File: src/rtl/dphg_pkg.sv
// Shared widths, constants and record type of the detector plane hit grouper.
package dphg_pkg;

  localparam int Z_W         = 32;
  localparam int HIT_E_W     = 24;
  localparam int PLANE_E_W   = 32;
  localparam int TOT_E_W     = 40;
  localparam int OUT_CNT_W   = 13;
  localparam int EXCL_W      = 5;
  localparam int TOL_W       = 31;
  localparam int PIECE_W     = 30;

  localparam int IN_W        = 56;
  localparam int OUT_W       = 176;
  localparam int CFG_IDX_W   = 1;
  localparam int CFG_DATA_W  = 31;

  localparam logic [TOL_W-1:0]   TOL_RESET   = 31'd16;
  localparam logic [PIECE_W-1:0] PIECE_RESET = 30'd1024;

  // Early gap limit: 21 for big events, else floor(2n/5) + 1.
  localparam int CHECK_BIG_EVENT = 50;
  localparam int CHECK_CAP       = 21;
  localparam int LIMIT_NUM       = 2;
  localparam int LIMIT_DEN       = 5;

  typedef enum logic [CFG_IDX_W-1:0] {
    REG_PLANE_TOLERANCE = 1'b0,
    REG_PIECE_LENGTH    = 1'b1
  } cfg_reg_t;

  typedef struct packed {
    logic                   record_kind;
    logic [OUT_CNT_W-1:0]   plane_hits;
    logic [PLANE_E_W-1:0]   plane_energy;
    logic [Z_W-1:0]         plane_z;
    logic [OUT_CNT_W-1:0]   total_hits;
    logic [OUT_CNT_W-1:0]   plane_count;
    logic [TOT_E_W-1:0]     total_energy;
    logic [OUT_CNT_W-1:0]   pre_gap_hits;
    logic [EXCL_W-1:0]      excluded_planes;
    logic [OUT_CNT_W-1:0]   trailing_single_planes;
    logic                   all_single;
    logic                   last;
  } record_t;

endpackage

File: src/rtl/detector_plane_hit_grouper_core.sv
// Top level of the detector plane hit grouper: groups z-ordered hits into planes.
//
// Hits enter on the s_axis channel, one per item, with s_axis_tlast marking the
// last hit of an event. Results leave on the m_axis channel: a plane record
// (tuser 0) for each closed plane and, after the last hit, one summary record
// (tuser 1, tlast 1). Registers are written through the cfg channel, which is
// always ready; write them only while the block is idle.
// A hit is taken while the block is in PH_HIT and the queue has space: the join
// decision, the close of the previous plane and all running sums are done between
// the state registers and a two-entry output queue. A plane record is registered
// into the queue by the hit that closes it. A hit that ends an event holds s_axis
// through the PH_CLOSE and PH_SUM states, in which the last plane record and the
// summary are pushed, each once the queue has space. The queue takes one record
// per cycle while it has space.
// When m_axis stalls, the queue keeps up to two records and s_axis_tready
// drops once it is full. Reset clears the event state, empties the queue and
// loads plane_tolerance = 16 and piece_length = 1024.
module detector_plane_hit_grouper_core #(
  parameter int MAX_HITS = 4096
) (
  input  logic                           clk,
  input  logic                           rst,
  input  logic                           s_axis_tvalid,
  output logic                           s_axis_tready,
  // hit_z, hit_energy
  input  logic [dphg_pkg::IN_W-1:0]      s_axis_tdata,
  input  logic                           s_axis_tlast,
  output logic                           m_axis_tvalid,
  input  logic                           m_axis_tready,
  // plane_hits, plane_energy, plane_z, total_hits, plane_count, total_energy,
  // pre_gap_hits, excluded_planes, trailing_single_planes, all_single
  output logic [dphg_pkg::OUT_W-1:0]     m_axis_tdata,
  // record_kind
  output logic                           m_axis_tuser,
  output logic                           m_axis_tlast,
  input  logic                           cfg_valid,
  output logic                           cfg_ready,
  input  logic [dphg_pkg::CFG_IDX_W-1:0] cfg_index,
  input  logic [dphg_pkg::CFG_DATA_W-1:0] cfg_data
);
  import dphg_pkg::*;

  localparam int CNT_W   = $clog2(MAX_HITS + 1);
  localparam int SCALE_W = CNT_W + 3;
  localparam logic [CNT_W-1:0] CNT_MAX = CNT_W'(MAX_HITS);
  localparam logic [CNT_W-1:0] CNT_ONE = CNT_W'(1);

  typedef enum logic [1:0] {PH_HIT, PH_CLOSE, PH_SUM} phase_t;

  function automatic logic [CNT_W-1:0] sat_add(input logic [CNT_W-1:0] a,
                                               input logic [CNT_W-1:0] b);
    logic [CNT_W:0] s;
    s = {1'b0, a} + {1'b0, b};
    return (s > {1'b0, CNT_MAX}) ? CNT_MAX : s[CNT_W-1:0];
  endfunction

  logic [TOL_W-1:0]   tol;
  logic [PIECE_W-1:0] piece;

  phase_t               phase, phase_next;
  logic                 event_open, event_open_next;
  logic [CNT_W-1:0]     open_hits, open_hits_next;
  logic [PLANE_E_W-1:0] open_energy, open_energy_next;
  logic [Z_W-1:0]       open_z, open_z_next;
  logic [Z_W-1:0]       prev_z, prev_z_next;
  logic [CNT_W-1:0]     closed_planes, closed_planes_next;
  logic [CNT_W-1:0]     hits_so_far, hits_so_far_next;
  logic [TOT_E_W-1:0]   energy_so_far, energy_so_far_next;
  logic [CNT_W-1:0]     single_run, single_run_next;
  logic                 gap_seen, gap_seen_next;
  logic [CNT_W-1:0]     gap_plane, gap_plane_next;
  logic [CNT_W-1:0]     hits_before_gap, hits_before_gap_next;

  record_t     q [2];
  logic        head, tail;
  logic [1:0]  count;
  logic        push, pop, space;
  record_t     push_rec;

  logic [Z_W-1:0]      hit_z;
  logic [HIT_E_W-1:0]  hit_energy;
  logic                in_fire, joins;
  logic [Z_W+1:0]      join_limit;
  logic [PLANE_E_W:0]  plane_sum;
  logic [Z_W:0]        z_diff, z_dist;
  logic                gap_found;
  logic [TOT_E_W:0]    total_sum;
  logic [SCALE_W-1:0]  gap_scaled, count_scaled, n_wide, gap_wide;
  logic                excl;
  record_t             close_rec, sum_rec;

  assign hit_z      = s_axis_tdata[Z_W-1:0];
  assign hit_energy = s_axis_tdata[Z_W +: HIT_E_W];

  assign space         = (count != 2'd2);
  assign s_axis_tready = (phase == PH_HIT) && space;
  assign in_fire       = s_axis_tvalid && s_axis_tready;
  assign cfg_ready     = 1'b1;

  assign join_limit = {{2{open_z[Z_W-1]}}, open_z} + {3'b000, tol};
  assign joins = event_open &&
                 ($signed({{2{hit_z[Z_W-1]}}, hit_z}) <= $signed(join_limit));
  assign plane_sum = {1'b0, open_energy} + (PLANE_E_W + 1)'(hit_energy);

  assign z_diff    = {open_z[Z_W-1], open_z} - {prev_z[Z_W-1], prev_z};
  assign z_dist    = z_diff[Z_W] ? (~z_diff + 1'b1) : z_diff;
  assign gap_found = (closed_planes != '0) && !gap_seen &&
                     (z_dist > {2'b00, piece, 1'b0});
  assign total_sum = {1'b0, energy_so_far} + (TOT_E_W + 1)'(open_energy);

  assign n_wide       = SCALE_W'(closed_planes);
  assign gap_wide     = SCALE_W'(gap_plane);
  assign gap_scaled   = gap_wide * SCALE_W'(LIMIT_DEN);
  assign count_scaled = n_wide * SCALE_W'(LIMIT_NUM);
  assign excl = gap_seen &&
                ((n_wide >= SCALE_W'(CHECK_BIG_EVENT)) ? (gap_wide < SCALE_W'(CHECK_CAP))
                                                      : (gap_scaled <= count_scaled));

  always_comb begin
    close_rec              = '0;
    close_rec.plane_hits   = OUT_CNT_W'(open_hits);
    close_rec.plane_energy = open_energy;
    close_rec.plane_z      = open_z;

    sum_rec                        = '0;
    sum_rec.record_kind            = 1'b1;
    sum_rec.total_hits             = OUT_CNT_W'(hits_so_far);
    sum_rec.plane_count            = OUT_CNT_W'(closed_planes);
    sum_rec.total_energy           = energy_so_far;
    sum_rec.pre_gap_hits           = excl ? OUT_CNT_W'(hits_before_gap) : '0;
    sum_rec.excluded_planes        = excl ? EXCL_W'(gap_plane) : '0;
    sum_rec.trailing_single_planes = OUT_CNT_W'(single_run);
    sum_rec.all_single             = (hits_so_far == closed_planes);
    sum_rec.last                   = 1'b1;
  end

  always_comb begin
    phase_next           = phase;
    event_open_next      = event_open;
    open_hits_next       = open_hits;
    open_energy_next     = open_energy;
    open_z_next          = open_z;
    prev_z_next          = prev_z;
    closed_planes_next   = closed_planes;
    hits_so_far_next     = hits_so_far;
    energy_so_far_next   = energy_so_far;
    single_run_next      = single_run;
    gap_seen_next        = gap_seen;
    gap_plane_next       = gap_plane;
    hits_before_gap_next = hits_before_gap;
    push                 = 1'b0;
    push_rec             = close_rec;

    // The close of the open plane, used on a new plane and after the last hit.
    if ((phase == PH_HIT && in_fire && !joins && event_open) ||
        (phase == PH_CLOSE && space)) begin
      push = 1'b1;
      if (gap_found) begin
        gap_seen_next        = 1'b1;
        gap_plane_next       = closed_planes;
        hits_before_gap_next = hits_so_far;
      end
      single_run_next    = (open_hits == CNT_ONE) ? sat_add(single_run, CNT_ONE) : '0;
      energy_so_far_next = total_sum[TOT_E_W] ? {TOT_E_W{1'b1}} : total_sum[TOT_E_W-1:0];
      hits_so_far_next   = sat_add(hits_so_far, open_hits);
      closed_planes_next = sat_add(closed_planes, CNT_ONE);
      prev_z_next        = open_z;
    end

    case (phase)
      PH_HIT: begin
        if (in_fire) begin
          if (joins) begin
            open_hits_next   = sat_add(open_hits, CNT_ONE);
            open_energy_next = plane_sum[PLANE_E_W] ? {PLANE_E_W{1'b1}}
                                                    : plane_sum[PLANE_E_W-1:0];
          end else begin
            open_hits_next   = CNT_ONE;
            open_energy_next = PLANE_E_W'(hit_energy);
            event_open_next  = 1'b1;
          end
          open_z_next = hit_z;
          if (s_axis_tlast) begin
            phase_next = PH_CLOSE;
          end
        end
      end
      PH_CLOSE: begin
        if (space) begin
          phase_next = PH_SUM;
        end
      end
      PH_SUM: begin
        if (space) begin
          push                 = 1'b1;
          push_rec             = sum_rec;
          phase_next           = PH_HIT;
          event_open_next      = 1'b0;
          open_hits_next       = '0;
          open_energy_next     = '0;
          open_z_next          = '0;
          prev_z_next          = '0;
          closed_planes_next   = '0;
          hits_so_far_next     = '0;
          energy_so_far_next   = '0;
          single_run_next      = '0;
          gap_seen_next        = 1'b0;
          gap_plane_next       = '0;
          hits_before_gap_next = '0;
        end
      end
      default: begin
        phase_next = PH_HIT;
      end
    endcase
  end

  always_ff @(posedge clk) begin
    if (rst) begin
      phase           <= PH_HIT;
      event_open      <= 1'b0;
      open_hits       <= '0;
      open_energy     <= '0;
      open_z          <= '0;
      prev_z          <= '0;
      closed_planes   <= '0;
      hits_so_far     <= '0;
      energy_so_far   <= '0;
      single_run      <= '0;
      gap_seen        <= 1'b0;
      gap_plane       <= '0;
      hits_before_gap <= '0;
    end else begin
      phase           <= phase_next;
      event_open      <= event_open_next;
      open_hits       <= open_hits_next;
      open_energy     <= open_energy_next;
      open_z          <= open_z_next;
      prev_z          <= prev_z_next;
      closed_planes   <= closed_planes_next;
      hits_so_far     <= hits_so_far_next;
      energy_so_far   <= energy_so_far_next;
      single_run      <= single_run_next;
      gap_seen        <= gap_seen_next;
      gap_plane       <= gap_plane_next;
      hits_before_gap <= hits_before_gap_next;
    end
  end

  always_ff @(posedge clk) begin
    if (rst) begin
      tol   <= TOL_RESET;
      piece <= PIECE_RESET;
    end else if (cfg_valid) begin
      case (cfg_reg_t'(cfg_index))
        REG_PLANE_TOLERANCE: tol   <= cfg_data[TOL_W-1:0];
        REG_PIECE_LENGTH:    piece <= cfg_data[PIECE_W-1:0];
        default: begin
        end
      endcase
    end
  end

  assign pop = m_axis_tvalid && m_axis_tready;

  always_ff @(posedge clk) begin
    if (rst) begin
      head  <= 1'b0;
      tail  <= 1'b0;
      count <= 2'd0;
    end else begin
      if (push) begin
        tail <= ~tail;
      end
      if (pop) begin
        head <= ~head;
      end
      count <= count + {1'b0, push} - {1'b0, pop};
    end
  end

  always_ff @(posedge clk) begin
    if (push) begin
      q[tail] <= push_rec;
    end
  end

  record_t out_rec;

  assign out_rec       = q[head];
  assign m_axis_tvalid = (count != 2'd0);
  assign m_axis_tuser  = out_rec.record_kind;
  assign m_axis_tlast  = out_rec.last;
  assign m_axis_tdata  = {1'b0,
                          out_rec.all_single,
                          out_rec.trailing_single_planes,
                          out_rec.excluded_planes,
                          out_rec.pre_gap_hits,
                          out_rec.total_energy,
                          out_rec.plane_count,
                          out_rec.total_hits,
                          out_rec.plane_z,
                          out_rec.plane_energy,
                          out_rec.plane_hits};

endmodule

File: config.mk
export PLATFORM = sky130hd
export DESIGN_NAME = detector_plane_hit_grouper_core
export DESIGN_NICKNAME = d
export VERILOG_FILES = /design/src/rtl/dphg_pkg.sv /design/src/rtl/detector_plane_hit_grouper_core.sv
export SDC_FILE = /design/constraint.sdc
export NUM_CORES = 1
export LEC_CHECK = 0
export BUFFER_PORTS_ARGS = -buffer_cell sky130_fd_sc_hd__buf_2
export CELL_PAD_IN_SITES_DETAIL_PLACEMENT = 0
export CELL_PAD_IN_SITES_GLOBAL_PLACEMENT = 1
export CORE_ASPECT_RATIO = 0.7
export CORE_MARGIN = 1
export CORE_UTILIZATION = 43
export CTS_BUF_LIST = sky130_fd_sc_hd__clkbuf_8 sky130_fd_sc_hd__clkbuf_16
export CTS_CLUSTER_DIAMETER = 200
export CTS_CLUSTER_SIZE = 25
export DETAILED_ROUTE_END_ITERATION = 6
export GPL_TIMING_DRIVEN = 1
export PLACE_DENSITY_LB_ADDON = 0.1
export SLEW_MARGIN = 0
export SYNTH_ARGS = -nofsm -noshare
export SYNTH_HDL_FRONTEND = slang
export SYNTH_SLANG_ARGS = --single-unit
File: constraint.sdc
create_clock -name clk -period 12 [get_ports clk]
set_clock_uncertainty 0.2 [all_clocks]
set_input_delay 0.6 -clock clk [delete_from_list [all_inputs] [get_ports clk]]
set_output_delay 0.6 -clock clk [all_outputs]
set_load 0.01 [all_outputs]
==> results_dict.tcl, run 1 <==
set metrics [dict create \
    dr.pass1.iters 6 \
    timing.final.setup_violations 0 \
    dieHeight_um 242 \
    portBuffers 272 \
    synth_ff_type "edfxtp_1" \
    h_tree_level_count 1 \
    clkSlewWorstSetupHoldPaths_ps 120 \
    cp_data_required_time_ps 12370 \
    root_buffer "clkbuf_16" \
    slew_headroom_pct 9.63 \
    highest_layer "met5" \
    grt_use_total_pct 23.8 \
    core-area_um2 81000 \
    postPlaceCellArea_um2 37700 \
    routedWlPerCell_um 21.2 \
    grt_pass1_vias 26500 \
    crit_path_max_fanout 51 \
    worst_hold_path.endpoint "open_z[11]" \
    post-route-drc-count 0 \
    rr_worst_depth 25 \
    wire_length_of_the_first_global_routing_pass_um 157000 \
    period_share_pct 61.9 \
    globalplace.congestion 0.910 \
    number_of_clock_buffers_inserted_by_tritoncts 29 \
    met2RoutedLength_um 44600 \
    fp.dieArea_um2 83600 \
    antenna_left 0 \
    maxCapViolCount 0 \
    synth_area_per_cell_um2 10.0 \
    synthesis.instances 3539 \
    number_of_warnings_printed_during_yosys_synthesis 0 \
    area_growth_syn_to_layout_pct 9.67 \
    initial_antenna_violation_count 5 \
    power_leakage_nw 15.5 \
    number_of_synthesized_flops_with_an_enable_pin 352 \
    wl_met3_um 5500 \
    fin_area_um2 38900 \
    rr_endpoint "hits_before_gap[2]" \
    final_total_negative_setup_slack_ps 0 \
    cts.path.max_buffers 3 \
    worstSetupEndpointType "flop" \
    power.clock.fraction_pct 17.8 \
    worstSkewPairLatency_ps 670 \
    met1_length_um 50000 \
    pin_count 275 \
    rsz_0062_raised_after_global_routing "false" \
    dp_hpwl_um 74200 \
    cts_tree "built" \
    criticalPathCategory "flop to flop" \
    async_reset_ff_share_pct 0 \
    drive_above_1_share_pct 15.7 \
    design.final.nets 4060 \
    rows 87 \
    fmax_mhz 135 \
    worst_hold_path_type "input pin to flop" \
    worst_hold_slack_ps 49.8 \
    pin_count_of_the_biggest_net_entering_global_routing 169 \
    power.switching_fraction_pct 38.0 \
    syn_nets 3878 \
    regToRegSetupSlack_ps 4570 \
    pwr_density_cell_nw_per_um2 167 \
    vias_per_cell 5.74 \
    ys_seq_elements 636 \
    fin_crit_ps 7430 \
    p_seq_share_pct 41.1 \
    result_of_the_run "finished, final reports clean" \
    timing.rr.start "open_z[0]" \
    power.switching_mw 2.46 \
    drt-total-wl_um 102000 \
    timing.final.hold_violations 0 \
    regArea_um2 16300 \
    vias 27600 \
    timing.hold.worst_path_depth 3 \
    yosysSeqAreaShare_pct 45.9 \
    start_util_pct 43.7 \
    cp-start-kind "flop" \
    power.internal_mw 4.02 \
    tritoncts_num_sinks 636 \
    vdd_drop_max_mv 0.152 \
    synth.distinct_cells 102 \
    drt_iter0_drc 2451 \
    nFillCells 7622 \
    power.share.combinational_pct 41.1 \
    chipWidth_um 345 \
    cp.arrival_ps 7800 \
    min-delay-start "s_axis_tdata[11]" \
    mappedNetlistArea_um2 35400 \
    maxSlewViolCount 0 \
    tightestPinTransition_ps 1350 \
    grt_overflow 0 \
    multiInputGateArea_um2 18000 \
]
-- cell type report --
type                            count  share of cell area, %
Multi-Input combinational cell   2575                   46.2
Sequential cell                   636                   41.9
Timing Repair Buffer              331                   4.89
Tap cell                         1068                   3.44
Clock buffer                       29                   1.87
Inverter                          148                   1.43
Clock inverter                     23                  0.296
Antenna cell                        1                0.00644
-- through the flow --
step / std cells / setup slack, ps / util (%) / power, mW
4_1_cts: 4810 / 4610 / 48.0 / 6.54
3_5_place_dp: 4726 / 4670 / 46.5 / 5.36
3_3_place_gp: 4726 / 4950 / 46.5 / 5.31
5_1_grt: 4810 / 4100 / 48.0 / 6.90
6_report: 4811 / 4570 / 48.0 / 6.49
2_1_floorplan: 3539 / 2430 / - / 4.58
-- kinds of logic (layout without fill, tap and decap cells) --
| logic type | count (synthesis) | in the layout | share of synthesized area [%] |
|---|---|---|---|
| and+or+nand+nor | 1050 | 1050 | 14.8 |
| AOI/OAI and AO/OA | 935 | 935 | 17.1 |
| DFF | 636 | 636 | 45.9 |
| buffers and inverters | 328 | 531 | 3.65 |
| adders and majority gates | 245 | 245 | 8.78 |
| muxes | 182 | 182 | 5.76 |
| xor gates and xnor gates | 161 | 161 | 4.00 |
| other | 2 | 3 | 0.0212 |
-- worst max-delay path, cell delays in order, from the launching register on --
cell and delay, ps:
dfxtp_1 400, ha_1 190, inv_1 50, fa_1 390, nor2b_1 160, o211ai_1 150, a21o_1 220, a311oi_1 440
o21ai_0 240, o31ai_1 480, a41o_1 260, o31a_1 150, o21a_1 110, nor2_1 50, xnor2_1 120, ha_1 170
or3_1 370, a2111oi_0 400, nor2_1 130, a2111o_1 320, o221ai_1 350, a21boi_4 100, buf_4 330, nand2_1 1070
o31ai_1 230, a21oi_1 210
-- worst max path at each step --
stage / depth (start not counted) / end / slack [ps] / startpoint
floorplan: 23 / q[1][0] / 2430 / open_z[0]
detailed placement: 25 / hits_before_gap[2] / 4670 / open_z[0]
global placement: 25 / hits_before_gap[2] / 4950 / open_z[0]
CTS: 25 / hits_before_gap[2] / 4610 / open_z[0]
global route: 25 / hits_so_far[8] / 4100 / open_z[1]
finish: 25 / hits_before_gap[2] / 4570 / open_z[0]
-- cells in the final DEF, fill, tap and decap left out, drive strengths merged, types with 99 or more instances in the layout --
cell type | netlist | routed
and3 | 99 | 99
and2 | 101 | 101
edfxtp | 352 | 352
buf | 27 | 299
nor2 | 263 | 263
inv | 148 | 171
ha | 239 | 239
a21oi | 344 | 344
o21ai | 180 | 180
nand2 | 261 | 261
mux2 | 176 | 176
dfxtp | 284 | 284
-- power by group through the flow --
stage / Combinational (mW) / Clock [mW] / Sequential, mW
6_report: 2.67 / 1.16 / 2.66
5_1_grt: 2.94 / 1.27 / 2.69
3_3_place_gp: 2.61 / 0 / 2.71
2_1_floorplan: 1.92 / 0 / 2.66
3_5_place_dp: 2.64 / 0 / 2.72
4_1_cts: 2.67 / 1.20 / 2.67
-- what timing repair did --
item | in CTS | in global routing
setup endpoints to repair | 0 | 0
hold buffers | 32 | 0
buffers inserted | 0 | 0
hold endpoints to repair | 36 | 0
resized for setup | 0 | 0
-- synth_stat cells (94+ instances only) --
library cell / count / share of area, %
a21oi_1: 340 / 4.8
and2_1: 101 / 1.8
and3_1: 99 / 1.7
clkbuf_1: 151 / 1.6
dfxtp_1: 284 / 16
edfxtp_1: 352 / 30
ha_1: 239 / 8.4
inv_1: 148 / 1.6
mux2_2: 176 / 5.6
nand2_1: 261 / 2.8
nor2_1: 263 / 2.8
o21ai_0: 177 / 2.5
xnor2_1: 94 / 2.3
-- routing by layer --
metal | vias to the layer above | GRT usage [%]
li1 | 13300 | -
met3 | 86 | 2.50
met1 | 13500 | 35.9
met4 | 2 | 4.36
met5 | - | 0
met2 | 707 | 36.8
-- registers in the layout, summed over array words and instances, names as in the netlist, 30 cells and up, named ones only --
| name | flops |
|---|---|
| energy_so_far | 40 |
| piece | 30 |
| q | 352 |
| open_z | 32 |
| open_energy | 32 |
| tol | 31 |
| prev_z | 32 |
Power figures use the tool's default switching activity.
==> run 2: changes to the inputs <==
--- a/config.mk
+++ b/config.mk
@@ -5,12 +5,13 @@
 export SDC_FILE = /design/constraint.sdc
 export NUM_CORES = 1
 export LEC_CHECK = 0
+export ABC_AREA = 1
 export BUFFER_PORTS_ARGS = -buffer_cell sky130_fd_sc_hd__buf_2
 export CELL_PAD_IN_SITES_DETAIL_PLACEMENT = 0
 export CELL_PAD_IN_SITES_GLOBAL_PLACEMENT = 1
 export CORE_ASPECT_RATIO = 0.7
 export CORE_MARGIN = 1
-export CORE_UTILIZATION = 43
+export CORE_UTILIZATION = 45
 export CTS_BUF_LIST = sky130_fd_sc_hd__clkbuf_8 sky130_fd_sc_hd__clkbuf_16
 export CTS_CLUSTER_DIAMETER = 200
 export CTS_CLUSTER_SIZE = 25
==> constraint.sdc (replaced) <==
create_clock -name clk -period 7.5 [get_ports clk]
set_clock_uncertainty 0.2 [all_clocks]
set_input_delay 0.375 -clock clk [delete_from_list [all_inputs] [get_ports clk]]
set_output_delay 0.375 -clock clk [all_outputs]
set_load 0.01 [all_outputs]
==> results_dict.tcl, run 2 <==
set metrics [dict create \
    number_of_clock_buffers_inserted_by_tritoncts 29 \
    mostFrequentLayoutCell "nand2_1" \
    cts_tree "built" \
    maxCapViolCount 0 \
    period_share_pct 89.1 \
    synth_area_per_cell_um2 8.36 \
    nFillCells 7867 \
    fp.dieArea_um2 82700 \
    netlist_top_cells_count "nand2_1 (787), inv_1 (583), nor2_1 (483)" \
    antenna_cells 0 \
    slew_headroom_pct 33.2 \
    grt_overflow 0 \
    number_of_synthesized_flops_with_an_enable_pin 352 \
    fmax_mhz 150 \
    tightestPinTransition_ps 1000 \
    synth.distinct_cells 56 \
    number_of_warnings_printed_during_yosys_synthesis 0 \
    dp_hpwl_um 80700 \
    cp_data_required_time_ps 7580 \
    mappedNetlistArea_um2 36700 \
    timing.final.hold_violations 0 \
    ys_seq_elements 636 \
    rsz_0062_raised_after_global_routing "false" \
    antenna_left 0 \
    yosys.area.top_type_share_pct 28.8 \
    grt_use_total_pct 25.8 \
    worstSetupEndpointType "flop" \
    most_flop_heavy_register "q" \
    yosysSeqAreaShare_pct 44.3 \
    chipWidth_um 343 \
    vias 30100 \
    maxSlewViolCount 0 \
    tritoncts_num_sinks 636 \
    power_leakage_nw 17.5 \
    cp.arrival_ps 6770 \
    worst_hold_path_type "input pin to flop" \
    dominant_cells_by_area_after_synthesis "edfxtp_1 (29%), dfxtp_1 (16%), ha_1 (8.2%)" \
    largest_registers "q: 352 flops, energy_so_far: 40 flops" \
    h_tree_level_count 1 \
    largest_register_ffs 352 \
    drt-total-wl_um 109000 \
    syn_nets 4726 \
    routedWlPerCell_um 18.9 \
    pwr_density_cell_nw_per_um2 368 \
    root_buffer "clkbuf_16" \
    synth_top_area_cell "edfxtp_1" \
    criticalPathCategory "flop to flop" \
    rows 87 \
    dr.pass1.iters 5 \
    area_growth_syn_to_layout_pct 11.2 \
    timing.final.setup_violations 0 \
    vias_per_cell 5.23 \
    crit_path_max_fanout 82 \
    globalplace.congestion 0.920 \
    grt_pass1_vias 27600 \
    core-area_um2 80600 \
    cp-start-kind "flop" \
    dieHeight_um 241 \
    worst_hold_slack_ps 54.1 \
    async_reset_ff_share_pct 0 \
    pin_count 275 \
    cts_repair_resize_count 0 \
    mostFrequentLayoutCells "nand2_1 (784), inv_1 (603), nor2_1 (479), a21oi_1 (391), edfxtp_1 (352)" \
    rr_worst_depth 26 \
    portBuffers 272 \
    post-route-drc-count 0 \
    ctsHoldBuffers 87 \
    timing.hold.worst_path_depth 5 \
    postPlaceCellArea_um2 39100 \
    post-cts-setup-buffers 0 \
    wire_length_of_the_first_global_routing_pass_um 165000 \
    initial_antenna_violation_count 2 \
    pin_count_of_the_biggest_net_entering_global_routing 130 \
    design.final.nets 4996 \
    vdd_drop_max_mv 0.398 \
    cts.path.max_buffers 3 \
    drt_iter0_drc 2668 \
    synth_ff_type "edfxtp_1" \
    synthesis.instances 4387 \
    result_of_the_run "finished, final reports clean" \
    clkSlewWorstSetupHoldPaths_ps 110 \
    fin_crit_ps 6690 \
    final_total_negative_setup_slack_ps 0 \
    worstSkewPairLatency_ps 660 \
    yosys.cell_count.top_type "nand2_1" \
    post-route-util_pct 50.6 \
    drive_above_1_share_pct 12.2 \
    start_util_pct 45.5 \
    fin_area_um2 40800 \
]
## run 2: changes by cell type after synthesis, sizes merged, moves of 30 or more
cell	delta
nand3	+96
a21o	-69
nand2	+530
a22oi	-54
and3	-98
and2	-99
xor2	+46
nor2	+233
inv	+453
xnor2	-48
o21a	-30
a21oi	+47
clkbuf	-36
o21ai	+116
## run 2: area by class of cell
type / instances / area [um^2] / area share [%]
Timing Repair Buffer: 387 / 2500 / 6.15
Inverter: 601 / 2270 / 5.56
Multi-Input combinational cell: 3002 / 17600 / 43.1
Sequential cell: 636 / 16300 / 39.9
Clock buffer: 29 / 726 / 1.78
Clock inverter: 24 / 103 / 0.252
Tap cell: 1068 / 1340 / 3.28
## run 2: worst paths after layout
path                    startpoint        endpoint  slack, ps
setup / recovery         open_z[2]        q[0][20]        810
hold / removal    s_axis_tdata[34]  open_energy[2]         50
setup reg to reg         open_z[2]        q[0][20]        810
hold reg to reg               head            flop        260
## run 2: cell families (layout without fill, tap and decap cells)
logic type                 Yosys count  in the layout  synth area share [%]
adders and majority gates          245            245                  8.48
DFF                                636            636                  44.3
AOI/OAI and AO/OA                  827            827                  12.2
muxes                              176            176                  5.40
xor gates and xnor gates           159            159                  3.80
other                                2              2                0.0205
and+or+nand+nor                   1593           1593                  17.9
buffers and inverters              749           1041                  7.88
## run 2: layer usage
layer	part of all wire, %	global-route usage (%)	wire (um)
met1	54	42.5	58100
met5	0.012	0	13
met2	38	34.9	41300
met4	1.1	3.00	1150
met3	7.3	4.66	7900
## run 2: report_power, final
| group | internal (mW) | switching, mW |
|---|---|---|
| Sequential | 4.43 | 0.436 |
| Clock | 0.714 | 1.15 |
| Combinational | 2.94 | 5.33 |
## run 2: metrics by stage
stage / instances / setup WS, ps / total power [mW]
final: 5747 / 815 / 15.0
after global routing: 5747 / 165 / 16.3
after CTS: 5747 / 895 / 15.0
after detailed placement: 5607 / 928 / 13.1
after global placement: 5607 / 1020 / 13.0
after floorplan: 4387 / 4.94 / 10.8
## run 2: worst max-delay path, stage by stage, from the launching register on
cell and delay [ps]:
dfxtp_1 410, ha_1 300, a21oi_1 160, nand2_1 100, a21boi_1 240, o21ai_0 200, a21boi_0 510, o21bai_1 270
a21boi_0 430, o21ai_0 300, a21oi_1 220, xor2_1 90, ha_1 290, nand2_1 50, nor3_1 150, nand2_1 130
nor2_1 190, nand3b_1 140, nand4_1 120, nand3_1 150, nand2_2 100, nand2_1 80, nand2_4 390, nor2_1 130
or2_2 360, clkinvlp_4 150, buf_12 390
